$ cat src/rtl/core/holl_pkg.sv
// Package for the hex object line loader: codes, column constants and sizes.
// Shared by the loader core, its port checker and the testbench; depends on nothing else.
package holl_pkg;

	// Memory and line sizes
	localparam int MEM_BYTES      = 4096;
	localparam int MAX_LINE_BYTES = 10;

	// Width of a byte count on one line (0..MAX_LINE_BYTES)
	localparam int CNT_W = $clog2(MAX_LINE_BYTES + 1);
	// Width of an index into the line byte buffer
	localparam int BI_W  = (MAX_LINE_BYTES > 1) ? $clog2(MAX_LINE_BYTES) : 1;

	// Fixed columns of a line
	localparam logic [4:0] DATA_COL = 5'd7;
	localparam logic [4:0] BAR_COL  = 5'd28;
	localparam logic [4:0] COL_CAP  = 5'd29;

	// Characters with a fixed meaning
	localparam logic [7:0] CH_ZERO  = 8'h30;
	localparam logic [7:0] CH_X     = 8'h78;
	localparam logic [7:0] CH_COLON = 8'h3A;
	localparam logic [7:0] CH_SPACE = 8'h20;
	localparam logic [7:0] CH_BAR   = 8'h7C;

	// Input item function codes
	typedef enum logic [1:0] {
		FUNC_CHAR = 2'd0,
		FUNC_EOL  = 2'd1,
		FUNC_EOI  = 2'd2,
		FUNC_NONE = 2'd3
	} func_t;

	// Result item kinds
	typedef enum logic [1:0] {
		KIND_WRITE  = 2'd0,
		KIND_ACCEPT = 2'd1,
		KIND_ERROR  = 2'd2,
		KIND_DONE   = 2'd3
	} kind_t;

	// Per-line status flags
	typedef struct packed {
		logic fmt;
		logic nonblank;
		logic done;
		logic bar;
		logic col6;
	} line_flags_t;

	typedef struct packed {
		logic       ok;
		logic [3:0] val;
	} hex_t;

	// Decode one ASCII hex digit; ok is low for any other character.
	function automatic hex_t hex_digit(input logic [7:0] c);
		hex_t r;
		r.ok  = 1'b1;
		r.val = 4'd0;
		if (c >= 8'h30 && c <= 8'h39) begin
			r.val = 4'(c - 8'h30);
		end else if (c >= 8'h61 && c <= 8'h66) begin
			r.val = 4'(c - 8'h57);
		end else if (c >= 8'h41 && c <= 8'h46) begin
			r.val = 4'(c - 8'h37);
		end else begin
			r.ok = 1'b0;
		end
		return r;
	endfunction

endpackage

$ cat src/rtl/core/hex_object_line_loader_core.sv
// Input: a character item is always accepted; the first result of an end-of-line or end-of-input
// item is registered and shown the cycle after it is accepted. Throughput: one character item
// per cycle; a line gives up to MAX_LINE_BYTES + 1 results, one per cycle while out_ready is
// high, and the next end-of-line or end-of-input item waits until the last one is taken.
// Reset: arst_n clears parsing and load state at once, not the buffers; no clearing pass needed.
// Loader core: parses a fixed-column hex object text into byte writes.
// Depends on holl_pkg.
module hex_object_line_loader_core import holl_pkg::*; (
	input  logic        clk,
	input  logic        arst_n,
	input  logic        in_valid,
	output logic        in_ready,
	input  logic [1:0]  func,
	input  logic [7:0]  char_code,
	output logic        out_valid,
	input  logic        out_ready,
	output logic [1:0]  kind,
	output logic [11:0] address,
	output logic [7:0]  data,
	output logic [15:0] line_index,
	output logic        loaded,
	output logic        last
);

	// Line parsing state
	logic [4:0]    col_q;
	logic [11:0]   addr_acc_q;
	logic [4:0]    dc_q;
	line_flags_t   flags_q;
	logic [7:0]    buf_q [MAX_LINE_BYTES];

	// Load state
	logic          hw_valid_q;
	logic [11:0]   hw_q;
	logic [15:0]   line_cnt_q;
	logic          halted_q;

	// Result sequence registers
	logic          pend_q;
	logic [CNT_W-1:0] idx_q;
	logic [CNT_W-1:0] wcnt_q;
	logic [1:0]    fin_kind_q;
	logic [11:0]   eaddr_q;
	logic [15:0]   eline_q;
	logic          eloaded_q;
	logic [7:0]    ebuf_q [MAX_LINE_BYTES];

	logic          in_fire;
	logic          out_fire;
	logic          at_final;
	logic          is_line_end;

	// Next line state from a character item
	logic [4:0]    col_d;
	logic [11:0]   addr_acc_d;
	logic [4:0]    dc_d;
	line_flags_t   flags_d;
	logic          bwe;
	logic [BI_W-1:0] bidx;
	logic [7:0]    bdata;
	hex_t          hx;
	logic [3:0]    byte_idx;

	// End-of-line decision
	logic [3:0]    bytes;
	logic [12:0]   addr_sum;
	logic          line_err;

	// Handshake; only end-of-line and end-of-input items wait for the output side.
	assign at_final    = (idx_q == wcnt_q);
	assign out_valid   = pend_q;
	assign out_fire    = pend_q && out_ready;
	assign is_line_end = (func == FUNC_EOL) || (func == FUNC_EOI);
	assign in_ready    = !pend_q || (out_ready && at_final) || !is_line_end;
	assign in_fire     = in_valid && in_ready;

	// Character handling by column
	always_comb begin
		col_d      = col_q;
		addr_acc_d = addr_acc_q;
		dc_d       = dc_q;
		flags_d    = flags_q;
		bwe        = 1'b0;
		byte_idx   = dc_q[4:1];
		bidx       = byte_idx[BI_W-1:0];
		bdata      = 8'd0;
		hx         = hex_digit(char_code);
		if (col_q < COL_CAP) begin
			col_d = col_q + 5'd1;
			if (col_q >= 5'd2 && col_q < BAR_COL && char_code != CH_SPACE) begin
				flags_d.nonblank = 1'b1;
			end
			if (col_q == 5'd0) begin
				if (char_code != CH_ZERO) flags_d.fmt = 1'b1;
			end else if (col_q == 5'd1) begin
				if (char_code != CH_X) flags_d.fmt = 1'b1;
			end else if (col_q <= 5'd4) begin
				if (!hx.ok) flags_d.fmt = 1'b1;
				addr_acc_d = {addr_acc_q[7:0], hx.val};
			end else if (col_q == 5'd5) begin
				if (char_code != CH_COLON) flags_d.fmt = 1'b1;
			end else if (col_q == 5'd6) begin
				if (char_code != CH_SPACE) flags_d.col6 = 1'b1;
			end else if (col_q < BAR_COL) begin
				// Hex run, then only spaces up to the bar column.
				if (flags_q.done) begin
					if (char_code != CH_SPACE) flags_d.fmt = 1'b1;
				end else if (char_code == CH_SPACE) begin
					flags_d.done = 1'b1;
				end else if (!hx.ok) begin
					flags_d.fmt = 1'b1;
				end else begin
					if (byte_idx < 4'(MAX_LINE_BYTES)) begin
						bwe   = 1'b1;
						bdata = dc_q[0] ? {buf_q[bidx][7:4], hx.val} : {hx.val, 4'h0};
					end
					if (dc_q != 5'd31) dc_d = dc_q + 5'd1;
				end
			end else begin
				if (char_code == CH_BAR) flags_d.bar = 1'b1;
			end
		end
	end

	// Line check at end of line
	always_comb begin
		bytes    = dc_q[4:1];
		addr_sum = {1'b0, addr_acc_q} + {9'd0, bytes};
		if (col_q < COL_CAP || !flags_q.bar) begin
			line_err = 1'b1;
		end else if (flags_q.nonblank) begin
			line_err = flags_q.fmt || dc_q[0]
				|| (bytes > 4'(MAX_LINE_BYTES))
				|| (bytes != 4'd0 && flags_q.col6)
				|| (hw_valid_q && addr_acc_q <= hw_q)
				|| (addr_sum > 13'(MEM_BYTES));
		end else begin
			line_err = 1'b0;
		end
	end

	// Line and load state
	always_ff @(posedge clk or negedge arst_n) begin
		if (!arst_n) begin
			col_q      <= '0;
			addr_acc_q <= '0;
			dc_q       <= '0;
			flags_q    <= '0;
			hw_valid_q <= 1'b0;
			hw_q       <= '0;
			line_cnt_q <= 16'd1;
			halted_q   <= 1'b0;
		end else if (in_fire) begin
			unique case (func)
				FUNC_CHAR: begin
					if (!halted_q) begin
						col_q      <= col_d;
						addr_acc_q <= addr_acc_d;
						dc_q       <= dc_d;
						flags_q    <= flags_d;
					end
				end
				FUNC_EOL: begin
					col_q      <= '0;
					addr_acc_q <= '0;
					dc_q       <= '0;
					flags_q    <= '0;
					if (!halted_q) begin
						if (line_err) begin
							halted_q <= 1'b1;
						end else begin
							if (flags_q.nonblank && bytes != 4'd0) begin
								hw_valid_q <= 1'b1;
								hw_q       <= 12'(addr_sum - 13'd1);
							end
							if (line_cnt_q != 16'hFFFF) line_cnt_q <= line_cnt_q + 16'd1;
						end
					end
				end
				FUNC_EOI: begin
					col_q      <= '0;
					addr_acc_q <= '0;
					dc_q       <= '0;
					flags_q    <= '0;
					hw_valid_q <= 1'b0;
					hw_q       <= '0;
					line_cnt_q <= 16'd1;
					halted_q   <= 1'b0;
				end
				default: begin
				end
			endcase
		end
	end

	// Line byte buffer
	always_ff @(posedge clk) begin
		if (in_fire && func == FUNC_CHAR && !halted_q && bwe) begin
			buf_q[bidx] <= bdata;
		end
	end

	// Result sequence control
	always_ff @(posedge clk or negedge arst_n) begin
		if (!arst_n) begin
			pend_q <= 1'b0;
			idx_q  <= '0;
		end else if (in_fire && func == FUNC_EOI) begin
			pend_q <= 1'b1;
			idx_q  <= '0;
		end else if (in_fire && func == FUNC_EOL && !halted_q) begin
			pend_q <= 1'b1;
			idx_q  <= '0;
		end else if (out_fire) begin
			if (at_final) begin
				pend_q <= 1'b0;
			end else begin
				idx_q <= idx_q + CNT_W'(1);
			end
		end
	end

	// Result sequence payload, loaded when a line or the load closes
	always_ff @(posedge clk) begin
		if (in_fire && func == FUNC_EOI) begin
			wcnt_q     <= '0;
			fin_kind_q <= KIND_DONE;
			eline_q    <= '0;
			eloaded_q  <= !halted_q;
		end else if (in_fire && func == FUNC_EOL && !halted_q) begin
			fin_kind_q <= line_err ? KIND_ERROR : KIND_ACCEPT;
			wcnt_q     <= (!line_err && flags_q.nonblank) ? CNT_W'(bytes) : '0;
			eline_q    <= line_cnt_q;
			eloaded_q  <= 1'b0;
			eaddr_q    <= addr_acc_q;
			ebuf_q     <= buf_q;
		end
	end

	// Result fields: byte writes first, then the closing result
	always_comb begin
		if (at_final) begin
			kind       = fin_kind_q;
			address    = 12'd0;
			data       = 8'd0;
			line_index = eline_q;
			loaded     = eloaded_q;
			last       = 1'b1;
		end else begin
			kind       = KIND_WRITE;
			address    = eaddr_q + 12'(idx_q);
			data       = ebuf_q[idx_q[BI_W-1:0]];
			line_index = 16'd0;
			loaded     = 1'b0;
			last       = 1'b0;
		end
	end

endmodule

$ cat config.mk
export PLATFORM = sky130hd
export DESIGN_NAME = hex_object_line_loader_core
export DESIGN_NICKNAME = d
export VERILOG_FILES = /design/src/rtl/core/holl_pkg.sv /design/src/rtl/core/hex_object_line_loader_core.sv
export SDC_FILE = /design/constraint.sdc
export NUM_CORES = 1
export LEC_CHECK = 0
export BUFFER_PORTS_ARGS = -buffer_cell sky130_fd_sc_hd__buf_2
export CAP_MARGIN = 0
export CORE_MARGIN = 5
export CORE_UTILIZATION = 30
export DETAILED_ROUTE_END_ITERATION = 10
export SYNTH_ARGS = -nofsm -noshare
export SYNTH_HDL_FRONTEND = slang
export SYNTH_SLANG_ARGS = --single-unit
$ cat constraint.sdc
create_clock -name clk -period 6.1 [get_ports clk]
set_clock_uncertainty 0.2 [all_clocks]
set_input_delay 0.915 -clock clk [delete_from_list [all_inputs] [get_ports clk]]
set_output_delay 0.915 -clock clk [all_outputs]
set_load 0.01 [all_outputs]
==> flow_summary.yaml <==
synth:
  syn_area_um2: 12490
  synth-edff-count: 173
  ys_ff_latch: 257
  synthTopCellsByArea: "edfxtp_1 (42%), dfrtp_1 (12%), mux4_2 (4.3%), ha_1 (3.8%), dfxtp_1 (3.5%)"
  synth_warnings: 0
  async_flop_share_pct: 24.12
  yosysTopAreaCell: "edfxtp_1"
  synth_fp_nets: 1073
  yosys.area.top_type_share_pct: 41.59
  synthFlopType: "edfxtp_1"
  ys_types: 89
  syn_inst: 1019
  syn_area_per_cell_um2: 12.26
  ys_seq_area_share_pct: 57.54
clocking:
  cts_tree: "yes"
  clk_latency_ps: 540
  cts-buffers-inserted: 26
  htreeDepth: 1
  cts_buffer_depth: 3
  ctsResizeCount: 0
  postCtsSetupRepairBufs: 0
  numClockSinks: 257
  path_clk_slew_ps: 60
  cts-root-buf: "clkbuf_16"
  postCtsHoldBufs: 0
layout:
  multi_input_area_um2: 4915
  diodes: 0
  final_common_cell: "edfxtp_1"
  num-fill-cells: 4014
  layout_common_cells: "edfxtp_1 (173), nand2_1 (94), nor2_1 (71)"
  final_core_util_pct: 34.73
  drive_above_1_share_pct: 15.96
  layout.nets: 1118
  seqCellArea_um2: 7189
  areaGrowthSynthToFinish_pct: 14.04
setup_path:
  rr_endpoint: "hw_q[9]"
  critPathRequiredTime_ps: 6320
  endpoint_kind: "flip-flop"
  slowest_stage: "o41ai_4"
  cp-start-kind: "flip-flop"
  ff2ff_path_depth: 9
  r2r-start: "dc_q[3]"
  critPathKind: "reg -> reg"
  cp.arrival_ps: 4750
  crit_end: "hw_q[9]"
  crit_buf_inv: 1
  path_cells: "ha_1 -> a211oi_2 -> or3_4 -> or3_1 -> a311o_1 -> o41ai_4 -> nand4_1 -> buf_4 -> mux2_2"
  crit_fanout: 17
  critical-path-top-delay-family: "compound AO/OA/AOI/OAI gates"
  slowest_delay_ps: 820
  cp_num_cells: 9
  crit_start: "dc_q[3]"
  r2r_slack_ps: 1570
timing:
  fmax_mhz: 220.8
  hold_viol_final: 0
  fin_crit_sh_pct: 74.24
  setup-violations-final: 0
  grt_setup_unrepaired: "no"
  tns_ps: 0
  final-max-slew-violation-count: 0
  tightest_slew_ps: 1457
  fin_crit_ps: 4528
  slew_headroom_pct: 2.628
placed_design:
  io_buffer_count: 55
  dpl.hpwl_mm: 20.38
  gp_congestion: 0.8583
global_routing:
  grt_overflow: 0
  grt_pass1_vias: 8105
  grt_max_degree: 67
  track_usage_pct: 12.40
  grt_pass1_wl_mm: 46.92
  antenna_found_initial: 0
power:
  p_per_area_nw_per_um2: 312.5
  vdd_drop_max_mv: 0.2198
  leakagePower_nw: 5.421
floorplan:
  core-area_um2: 41020
  initial_core_util_pct: 30.46
  die_w_um: 214.1
  ios: 56
  fp.dieH_um: 214.1
  rows: 74
  die_area_um2: 45820
outcome:
  violations: "capacitance limit"
  status: "complete, but fails checks"
route:
  vias: 8243
  first_pass_iters: 5
  viasPerCell: 5.101
  route.detailed.drc: 0
  ant_nets: 0
  dr.first_iter.drc_count: 703
  avgRoutedWirePerCell_um: 18.19
  wl_mm: 29.39
worst_hold_path:
  min_path_type: "reg -> reg"
flow_run:
  max_cap_viol_count: 1
[how the worst min path moves through the flow]
stage                          from          to  slack, ps  depth (start not counted)
after floorplan            buf_q[0]   ebuf_q[0]        200                          0
after global placement    buf_q[35]  ebuf_q[35]        200                          0
after detailed placement  buf_q[10]  ebuf_q[10]        200                          0
after CTS                 buf_q[10]  ebuf_q[10]        220                          0
after global routing      buf_q[10]  ebuf_q[10]        220                          0
final                     buf_q[10]  ebuf_q[10]        220                          0
[cells in the mapped netlist (all sizes together) (8+ instances only)]
cell    instances
and2           24
xnor2          13
nand4          10
nor3b          12
inv            42
a211o          10
dfrtp          61
mux2i          35
o31ai          10
mux4           24
a22o           16
nor3           25
and4b           8
nand3          26
edfxtp        173
or3             9
a21oi          33
ha             38
o22a           10
nor2           72
xor2           15
nor2b          13
nor4            8
nand2b         10
dfxtp          22
o211ai         10
buf            12
and3           15
nand2          94
o21ai          39
clkbuf         39
[registers in the layout (all words and copies together) (netlist names), 2 cells and up]
register and flops:
ebuf_q 80, dc_q 5, fin_kind_q 2, eline_q 16
line_cnt_q 16, flags_q 5, wcnt_q 4, idx_q 4
eaddr_q 12, col_q 5, buf_q 80, addr_acc_q 12
hw_q 12
[worst reg2reg max path, stage by stage, from the launching register on]
cell and delay, ps:
dfrtp_1 580, ha_1 630, a211oi_2 170, or3_4 430, or3_1 410, a311o_1 430, o41ai_4 820, nand4_1 200
buf_4 260, mux2_2 290
[power by group]
group / internal [mW] / switching, mW / leakage, nW
registers: 1.91 / 0.114 / 2.70
clock network: 1.04 / 0.686 / 0.449
logic: 0.274 / 0.425 / 2.27
[through the flow]
stage	hold slack (ps)	setup WS, ps	instances	cell area, um^2	power [mW]
2_1_floorplan	200.3	708.7	1019	12490	2.551
3_3_place_gp	200.9	1571	1568	13310	2.745
3_5_place_dp	204.5	1425	1568	13310	2.755
4_1_cts	218.9	1562	1616	14240	4.487
5_1_grt	221.3	1289	1616	14250	4.655
6_report	216.5	1572	1616	14250	4.451
[kinds of logic (layout without fill, tap and decap cells)]
family | after synthesis | in the layout | synth area share, %
and+or+nand+nor | 351 | 351 | 14.69
DFF | 257 | 257 | 57.54
AOI/OAI and AO/OA | 185 | 185 | 10.78
buffers and inverters | 95 | 160 | 3.405
muxes | 63 | 63 | 7.492
adders and majority gates | 40 | 40 | 4.127
xor gates and xnor gates | 28 | 28 | 1.963
[routing by layer]
metal | up-vias | track usage (%) | wire [um]
met5 | - | 0 | 0
met4 | 0 | 2.684 | 512
met3 | 39 | 1.680 | 1450
met2 | 212 | 19.81 | 13640
met1 | 4068 | 18.14 | 13790
li1 | 3924 | - | -
[area by class of cell]
class,instances,area share (%)
Tap cell,532,4.672
Multi-Input combinational cell,667,34.50
Timing Repair Buffer,68,2.617
Sequential cell,257,50.47
Clock inverter,21,1.976
Clock buffer,27,4.593
Inverter,44,1.177
Power figures use the tool's default switching activity.
